`src/rtl/core/lfcf_pkg.sv`:
```
// Shared types and constants of the lowpass feedback comb filter.
package lfcf_pkg;

   // Default sizes handed to the top level parameters.
   localparam int MAX_DELAY_DEF   = 2048;
   localparam int SAMPLE_BITS_DEF = 24;

   // Configuration port geometry and register field widths.
   localparam int CSR_INDEX_W  = 2;
   localparam int CSR_DATA_W   = 16;
   localparam int LEN_FIELD_W  = 12;
   localparam int COEF_W       = 16;
   localparam int FRAC_BITS    = 16;
   // Coefficient operand of the multiplier: 65536 needs 17 bits, plus a sign bit.
   localparam int COEF_OP_W    = COEF_W + 2;

   // Configuration register indexes.
   localparam logic [CSR_INDEX_W-1:0] CSR_DELAY_LENGTH  = 2'd0;
   localparam logic [CSR_INDEX_W-1:0] CSR_DAMPING       = 2'd1;
   localparam logic [CSR_INDEX_W-1:0] CSR_FEEDBACK_GAIN = 2'd2;

   // Operand selection of the shared multiplier.
   typedef enum logic [1:0] {
      MUL_NONE       = 2'd0,
      MUL_DELAYED    = 2'd1,
      MUL_STATE_DAMP = 2'd2,
      MUL_STATE_FB   = 2'd3
   } mul_sel_type;

   // Sequencer states, one-hot.
   typedef enum logic [6:0] {
      ST_CLEAR = 7'b000_0001,
      ST_IDLE  = 7'b000_0010,
      ST_MUL_A = 7'b000_0100,
      ST_MUL_B = 7'b000_1000,
      ST_STATE = 7'b001_0000,
      ST_MUL_C = 7'b010_0000,
      ST_WRITE = 7'b100_0000
   } state_type;

   // Commands from the controller to the datapath.
   typedef struct packed {
      logic        clear_wr;   // write zero at the clear address and step it
      logic        capture;    // take the input beat and read the delay entry
      mul_sel_type mul_sel;    // multiplier operands for this cycle
      logic        upd_state;  // load the new lowpass state
      logic        commit;     // write back, advance the index, load the output
   } cmd_type;

   // Status from the datapath to the controller.
   typedef struct packed {
      logic clear_done;        // last entry of the clearing pass is being written
   } status_type;

endpackage

```
`src/rtl/core/lfcf_ctrl.sv`:
```
// Sequencer of the comb filter: clearing pass, per-sample steps and result handshake.
module lfcf_ctrl (
   input  logic                  clock,
   input  logic                  reset,
   input  logic                  req_valid,
   output logic                  req_ready,
   output logic                  rsp_valid,
   input  logic                  rsp_ready,
   input  lfcf_pkg::status_type  status,
   output lfcf_pkg::cmd_type     cmd
);

   lfcf_pkg::state_type state_ff, state_in;
   logic                rsp_valid_ff, rsp_valid_in;
   logic                out_free;
   logic                accept;

   // The output register can take a beat when it is empty or being emptied.
   assign out_free  = !rsp_valid_ff || rsp_ready;
   assign req_ready = (state_ff == lfcf_pkg::ST_IDLE);
   assign accept    = req_valid && req_ready;
   assign rsp_valid = rsp_valid_ff;

   // Next state and commands.
   always_comb begin
      state_in      = state_ff;
      cmd.clear_wr  = 1'b0;
      cmd.capture   = 1'b0;
      cmd.mul_sel   = lfcf_pkg::MUL_NONE;
      cmd.upd_state = 1'b0;
      cmd.commit    = 1'b0;
      unique case (state_ff)
         lfcf_pkg::ST_CLEAR: begin
            cmd.clear_wr = 1'b1;
            if (status.clear_done) begin
               state_in = lfcf_pkg::ST_IDLE;
            end
         end
         lfcf_pkg::ST_IDLE: begin
            if (accept) begin
               cmd.capture = 1'b1;
               state_in    = lfcf_pkg::ST_MUL_A;
            end
         end
         lfcf_pkg::ST_MUL_A: begin
            cmd.mul_sel = lfcf_pkg::MUL_DELAYED;
            state_in    = lfcf_pkg::ST_MUL_B;
         end
         lfcf_pkg::ST_MUL_B: begin
            cmd.mul_sel = lfcf_pkg::MUL_STATE_DAMP;
            state_in    = lfcf_pkg::ST_STATE;
         end
         lfcf_pkg::ST_STATE: begin
            cmd.upd_state = 1'b1;
            state_in      = lfcf_pkg::ST_MUL_C;
         end
         lfcf_pkg::ST_MUL_C: begin
            cmd.mul_sel = lfcf_pkg::MUL_STATE_FB;
            state_in    = lfcf_pkg::ST_WRITE;
         end
         lfcf_pkg::ST_WRITE: begin
            // Hold here while the previous result still waits downstream.
            if (out_free) begin
               cmd.commit = 1'b1;
               state_in   = lfcf_pkg::ST_IDLE;
            end
         end
         default: begin
            state_in = lfcf_pkg::ST_IDLE;
         end
      endcase
   end

   // Result valid flag.
   always_comb begin
      rsp_valid_in = rsp_valid_ff;
      if (cmd.commit) begin
         rsp_valid_in = 1'b1;
      end else if (rsp_ready) begin
         rsp_valid_in = 1'b0;
      end
   end

   always_ff @(posedge clock) begin
      if (reset) begin
         state_ff     <= lfcf_pkg::ST_CLEAR;
         rsp_valid_ff <= 1'b0;
      end else begin
         state_ff     <= state_in;
         rsp_valid_ff <= rsp_valid_in;
      end
   end

endmodule

```
`config.mk`:
```
export PLATFORM = sky130hd
export DESIGN_NAME = lfcf_ctrl
export DESIGN_NICKNAME = d
export VERILOG_FILES = /design/src/rtl/core/lfcf_pkg.sv /design/src/rtl/core/lfcf_ctrl.sv
export SDC_FILE = /design/constraint.sdc
export NUM_CORES = 1
export LEC_CHECK = 0
export BUFFER_PORTS_ARGS = -buffer_cell sky130_fd_sc_hd__buf_4
export CORE_AREA = 2 2 39 41
export DETAILED_ROUTE_END_ITERATION = 10
export DIE_AREA = 0 0 41 43
export PLACE_DENSITY_LB_ADDON = 0.15
export SLEW_MARGIN = 30
export SYNTH_ARGS = -nofsm -noshare
export SYNTH_HDL_FRONTEND = slang
export SYNTH_SLANG_ARGS = --single-unit
```
`constraint.sdc`:
```
create_clock -name clock -period 3.9 [get_ports clock]
set_input_delay 0.195 -clock clock [delete_from_list [all_inputs] [get_ports clock]]
set_output_delay 0.195 -clock clock [all_outputs]
set_load 0.01 [all_outputs]
```
==> impl_metrics.csv, run 1 <==
group,metric,value,unit
run_status,outcome,"finished clean",
final_layout,final_core_util,0.3969,
pwr,p_switching,42.27,uW
sta,grt_setup_unrepaired,"no",
synth,syn-instance-count,47,
place,gp_congestion,0.7289,
clocking,clock_latency,0.25,ns
routing,drc,0,
floorplan,die_width,41,um
worst_setup_path,worst-endpoint-arrival,1.54,ns
grt,overflow,0,
synth,ys_seq_area_frac,0.3689,
worst_setup_path,r2r_start,"state_ff[3]",
clocking,holdBufCountCts,0,
synth,synth_edf_count,0,
clocking,htreeDepth,1,
worst_setup_path,reg2reg_depth,4,
worst_setup_path,crit_end,"cmd[2]",
synth,yosysUniqueCellTypes,25,
final_layout,num_antenna_cells,0,
routing,routedWlPerCell,11.84,um
floorplan,initial_core_util,0.3137,
routing,initialDrtViolationCount,1,
floorplan,ios,13,
final_layout,final_common_cell,"buf_4",
worst_setup_path,max_stage_delay,0.58,ns
grt,grt_pass1_wl,1.538,mm
floorplan,rows,14,
sta,fin_setup_tns,0,ns
routing,vias,375,
flow_run,maxCapViolCount,0,
pwr,internal-power,133.2,uW
synth,syn_area,434.2,um^2
worst_setup_path,crit_fanout,7,
worst_setup_path,end_kind,"output pin",
worst_setup_path,cp-start-kind,"flip-flop",
routing,drt-pass1-iter-count,3,
clocking,clock-sinks,8,
sta,slew_violations,0,
routing,antenna_left,0,
routing,vias_per_cell,5.000,
sta,max_slew_margin,0.7836,
pwr,swShare,0.2409,
worst_setup_path,required,3.70,ns
pwr,clockPowerShare,0.361,
sta,timing.final.ws_setup,2.168,ns
clocking,cts_buffer_depth,2,
floorplan,floorplan.die_area,1763,um^2
worst_setup_path,regToRegEndpoint,"state_ff[4]",
synth,synth.mux.area_fraction,0,
place,dp_hpwl,664.9,um
routing,wirelength,888,um
clocking,postCtsSetupBuffers,0,
clocking,path_clk_slew,0.05,ns
worst_hold_path,hold_class,"in -> reg",
sta,hold_ws,0.1277,ns
sta,worst_pin_slew,0.3242,ns
floorplan,die_h,43,um
synth,synth-seq-cells,8,
pwr,seqPwrFrac,0.500,
sta,max_freq,0.5773,GHz
grt,grt_usage,0.1335,
synth,yosysWarningCount,0,
grt,antenna_found_initial,0,
worst_setup_path,crit_type,"reg -> out",
clocking,cts_buffers,3,
synth,syn-num-nets,52,
clocking,cts_tree,"yes",
pwr,fin_total_pwr,175.5,uW
synth,synthXorXnorAreaFrac,0.06052,
sta,min_period_over_period,0.4442,
synth,synth_compound_area_frac,0.1182,
synth,ys_async_sr_fraction,0,
synth,avgSynthCellArea,9.238,um^2
worst_setup_path,worstPathCellList,"or4_4 > nor3_4 > buf_4",
pwr,leakagePower,0.0002107,uW
sta,hold_viol,0,
sta,clock_skew,0.002375,ns
sta,finalSetupViolCount,0,
grt,first_global_vias,345,
synth,yosys.area_share.simple,0.4121,
synth,synth_ff_type,"dfxtp_1",
clocking,post_cts_resized,0,
worst_setup_path,worst_path_max_delay_cell,"or4_4",
worst_setup_path,r2r_slack,2.46,ns
place,place_ws,2.436,ns
final_layout,nets,66,
pwr,powerDensity,319.5,nW/um^2
final_layout,drive_gt1_frac,0.3559,
clocking,root_buffer,"clkbuf_4",
synth,synthAdderAreaFrac,0,
pwr,ir_drop,0.1587,mV
final_layout,syn_to_final_growth,26.51,%
final_layout,final_cell_mix,"12 x buf_4, 8 x dfxtp_1, 4 x nand2b_1",
worst_setup_path,critical_path.startpoint,"state_ff[1]",
synth,synth_top_family_by_area,"simple AND/OR/NAND/NOR gates",
pwr,p_comb_frac,0.139,
grt,grt_max_degree,9,
sta,period_needed,1.732,ns
floorplan,core_area,1384,um^2
place,portBuffers,12,
how the worst min path moves through the flow:
stage | start | end | slack, ns | cells past startpoint
2_1_floorplan | reset | rsp_valid | 0.26 | 1
3_3_place_gp | reset | state_ff[6] | 0.39 | 2
3_5_place_dp | reset | state_ff[6] | 0.39 | 2
4_1_cts | reset | state_ff[2] | 0.12 | 2
5_1_grt | reset | state_ff[6] | 0.11 | 2
6_report | reset | state_ff[2] | 0.13 | 2
registers in the layout (all words and copies together) (netlist names):
name       cells
state_ff       7
rsp_valid      1
power by group through the flow:
| stage | clock (uW) | combinational, uW | sequential [uW] |
|---|---|---|---|
| 2_1_floorplan | 0 | 15.4 | 88.3 |
| 3_3_place_gp | 0 | 25.0 | 89.6 |
| 3_5_place_dp | 0 | 24.6 | 89.5 |
| 4_1_cts | 67.0 | 24.6 | 87.8 |
| 5_1_grt | 74.2 | 27.3 | 88.2 |
| 6_report | 63.3 | 24.3 | 87.8 |
kinds of logic (layout without fill, tap and decap cells):
| family | count (synthesis) | in the layout |
|---|---|---|
| AOI/OAI and AO/OA | 7 | 7 |
| xor gates and xnor gates | 3 | 3 |
| DFF | 8 | 8 |
| buffers and inverters | 3 | 15 |
| and+or+nand+nor | 26 | 26 |
per-stage QoR:
| stage | area, um^2 | std cells |
|---|---|---|
| after detailed placement | 526.8 | 72 |
| after global routing | 549.3 | 75 |
| after global placement | 526.8 | 72 |
| after floorplan | 434.2 | 47 |
| after CTS | 549.3 | 75 |
| final | 549.3 | 75 |
cell type report:
type | instances | area [um^2]
fillers | 147 | 834.6
multi-input cells | 36 | 256.5
flip-flops and latches | 8 | 160.2
repair buffers | 12 | 90.09
clock buffers | 3 | 22.52
well taps | 16 | 20.02
critical path, delay by kind of cell, from the launching register on:
kind          cells  cell delay (ns)
buf+inv           1             0.14
flops             1             0.36
simple gates      2             0.77
Yosys cell counts (2+ instances only):
cell type,instances,area share
a21oi_1,2,0.023
and4b_2,2,0.052
buf_2,2,0.023
dfxtp_1,8,0.37
nand2_1,2,0.017
nand2b_1,4,0.058
nor2_1,3,0.026
nor2b_1,2,0.029
nor3_1,3,0.035
nor4_1,3,0.043
xnor2_1,2,0.040
layer usage:
metal	share of wire	track usage	vias to the layer above
met1	0.48	0.1833	168
met5	0	0	-
met4	0.011	0.04000	0
met3	0.066	0.09424	2
met2	0.44	0.1625	10
li1	-	-	195
(Power assumes the default switching activity.)
==> run 2: changes to the inputs <==
clock period = 1.6 ns   (was 3.9 ns; I/O delays follow)
==> run 2 against run 1 <==
  * Wire length grew 13%
  * Sequential cell count is the same
  * Cell count increased by 6.7%
  * Register-to-register slack worse by 2.3 ns
  * Clock power up 150%
  * Non-clock buffer count grew 5
  * Setup slack worse by 2.2 ns
  * Critical path type unchanged
  * Critical endpoint is now cmd[3]
  * Highest routed layer is now met3
==> impl_metrics.csv, run 2 (synthesized netlist as in run 1, its figures left out) <==
group,metric,value,unit
worst_setup_path,regToRegEndpoint,"state_ff[4]",
routing,wl_met1,464,um
worst_setup_path,worstPathCellList,"or4_4 > nor3_2 > buf_4",
worst_setup_path,path_delay_family,"simple AND/OR/NAND/NOR gates",
pwr,fin_total_pwr,441.7,uW
routing,drt-pass1-iter-count,4,
final_layout,filler_cell_count,157,
floorplan,core_area,1384,um^2
grt,grt_max_degree,9,
floorplan,die_h,43,um
worst_setup_path,required,1.52,ns
grt,overflow,0,
sta,grt_setup_unrepaired,"yes",
grt,antenna_found_initial,0,
floorplan,ios,13,
sta,clock_skew,0.007476,ns
clocking,clock-sinks,8,
worst_setup_path,reg2reg_depth,3,
sta,hold_ws,0.1023,ns
final_layout,nets,71,
grt,grt_pass1_wl,1.621,mm
clocking,cts_buffer_depth,2,
clocking,path_clk_slew,0.06,ns
floorplan,floorplan.die_area,1763,um^2
sta,hold_viol,0,
worst_setup_path,cp.depth,3,
worst_setup_path,critPathBufInv,1,
worst_hold_path,hold_class,"in -> reg",
final_layout,final_cell_mix,"15 x buf_4, 5 x dfxtp_1, 4 x nand2b_1, 3 x nor4_1, 3 x clkbuf_4",
pwr,powerDensity,722.0,nW/um^2
grt,grt_usage,0.1360,
worst_hold_path,whs_endpoint,"state_ff[1]",
worst_setup_path,r2r_slack,0.17,ns
final_layout,num_antenna_cells,0,
pwr,leakagePower,0.0002405,uW
routing,met2WireLength,509,um
sta,max_slew_margin,0.7988,
sta,worst_pin_slew,0.2991,ns
worst_setup_path,crit_type,"reg -> out",
routing,met3_length,30,um
place,dp_hpwl,719.7,um
grt,first_global_vias,395,
final_layout,final_common_cell,"buf_4",
sta,finalSetupViolCount,0,
routing,vias_per_cell,5.175,
final_layout,syn_to_final_growth,40.92,%
worst_setup_path,max_stage_delay,0.58,ns
routing,drc,0,
final_layout,top_register,"state_ff",
worst_setup_path,cp-start-kind,"flip-flop",
clocking,clock_latency,0.25,ns
clocking,htreeDepth,1,
place,portBuffers,12,
clocking,root_buffer,"clkbuf_4",
floorplan,initial_core_util,0.3137,
clocking,cts_tree,"yes",
sta,period_needed,1.592,ns
routing,routedWlPerCell,12.54,um
pwr,ir_drop,0.3926,mV
worst_setup_path,worst-endpoint-arrival,1.51,ns
final_layout,drive_gt1_frac,0.4844,
worst_hold_path,worstHoldStart,"req_valid",
routing,top_layer,"met3",
floorplan,rows,14,
worst_setup_path,end_kind,"output pin",
place,gp_congestion,0.7360,
routing,initialDrtViolationCount,6,
final_layout,largest_reg_flops,7,
worst_setup_path,worst_path_max_delay_cell,"or4_4",
flow_run,maxCapViolCount,0,
routing,antenna_left,0,
worst_setup_path,r2r_start,"state_ff[0]",
floorplan,die_width,41,um
clocking,cts_buffers,3,
worst_setup_path,crit_fanout,4,
sta,slew_violations,0,
routing,wirelength,1.003,mm
routing,vias,414,
sta,min_period_over_period,0.9953,
run_status,outcome,"finished clean",
worst_hold_path,whs_path_depth,3,
sta,max_freq,0.6279,GHz
-- run 2: how the worst max path moves through the flow --
stage / startpoint / end
finish: state_ff[0] / cmd[3]
detailed placement: state_ff[1] / state_ff[1]
global placement: state_ff[0] / state_ff[1]
global route: state_ff[6] / cmd[3]
CTS: state_ff[0] / cmd[2]
floorplan: state_ff[0] / state_ff[1]
-- run 2: per-layer routing --
metal,global-route usage,vias to the layer above
li1,-,207
met5,0,-
met3,0.04712,0
met4,0.04000,0
met2,0.2063,6
met1,0.1753,201
-- run 2: through the flow --
stage | area, um^2 | setup TNS, ns | utilization | cells | setup WS, ns
finish | 611.8 | 0 | 0.4421 | 80 | 0.007507
global route | 611.8 | -0.09418 | 0.4421 | 80 | -0.04232
CTS | 589.3 | 0 | 0.4259 | 79 | 0.003700
detailed placement | 541.8 | 0 | 0.3915 | 74 | 0.1819
global placement | 541.8 | 0 | 0.3915 | 74 | 0.2020
floorplan | 434.2 | 0 | - | 47 | 0.1920
-- run 2: timing repair --
| action | CTS | global route |
|---|---|---|
| pin swaps | 1 | 1 |
| endpoints found under the setup margin | 2 | 4 |
| resized for setup | 3 | 5 |
| buffers inserted | 1 | 1 |
| hold endpoints to repair | 3 | 0 |
| hold buffers | 1 | 0 |
-- run 2: cell type report --
class                   count  area (um^2)  share of cell area
clock buffers               3        22.52             0.03681
multi-input cells          36        269.0              0.4397
well taps                  16        20.02             0.03272
flip-flops and latches      8        166.4              0.2720
repair buffers             17        133.9              0.2188
-- run 2: worst reg2reg max path, cell delays in order (launching register included) --
cell,delay [ns]
dfxtp_4,0.35
or4_4,0.58
buf_4,0.16
nor4_1,0.24
-- run 2: where the power goes --
part | internal (uW) | switching [uW]
combinational | 41.7 | 30.4
sequential | 205 | 7.33
clock | 86.1 | 71.4
total | 333 | 109
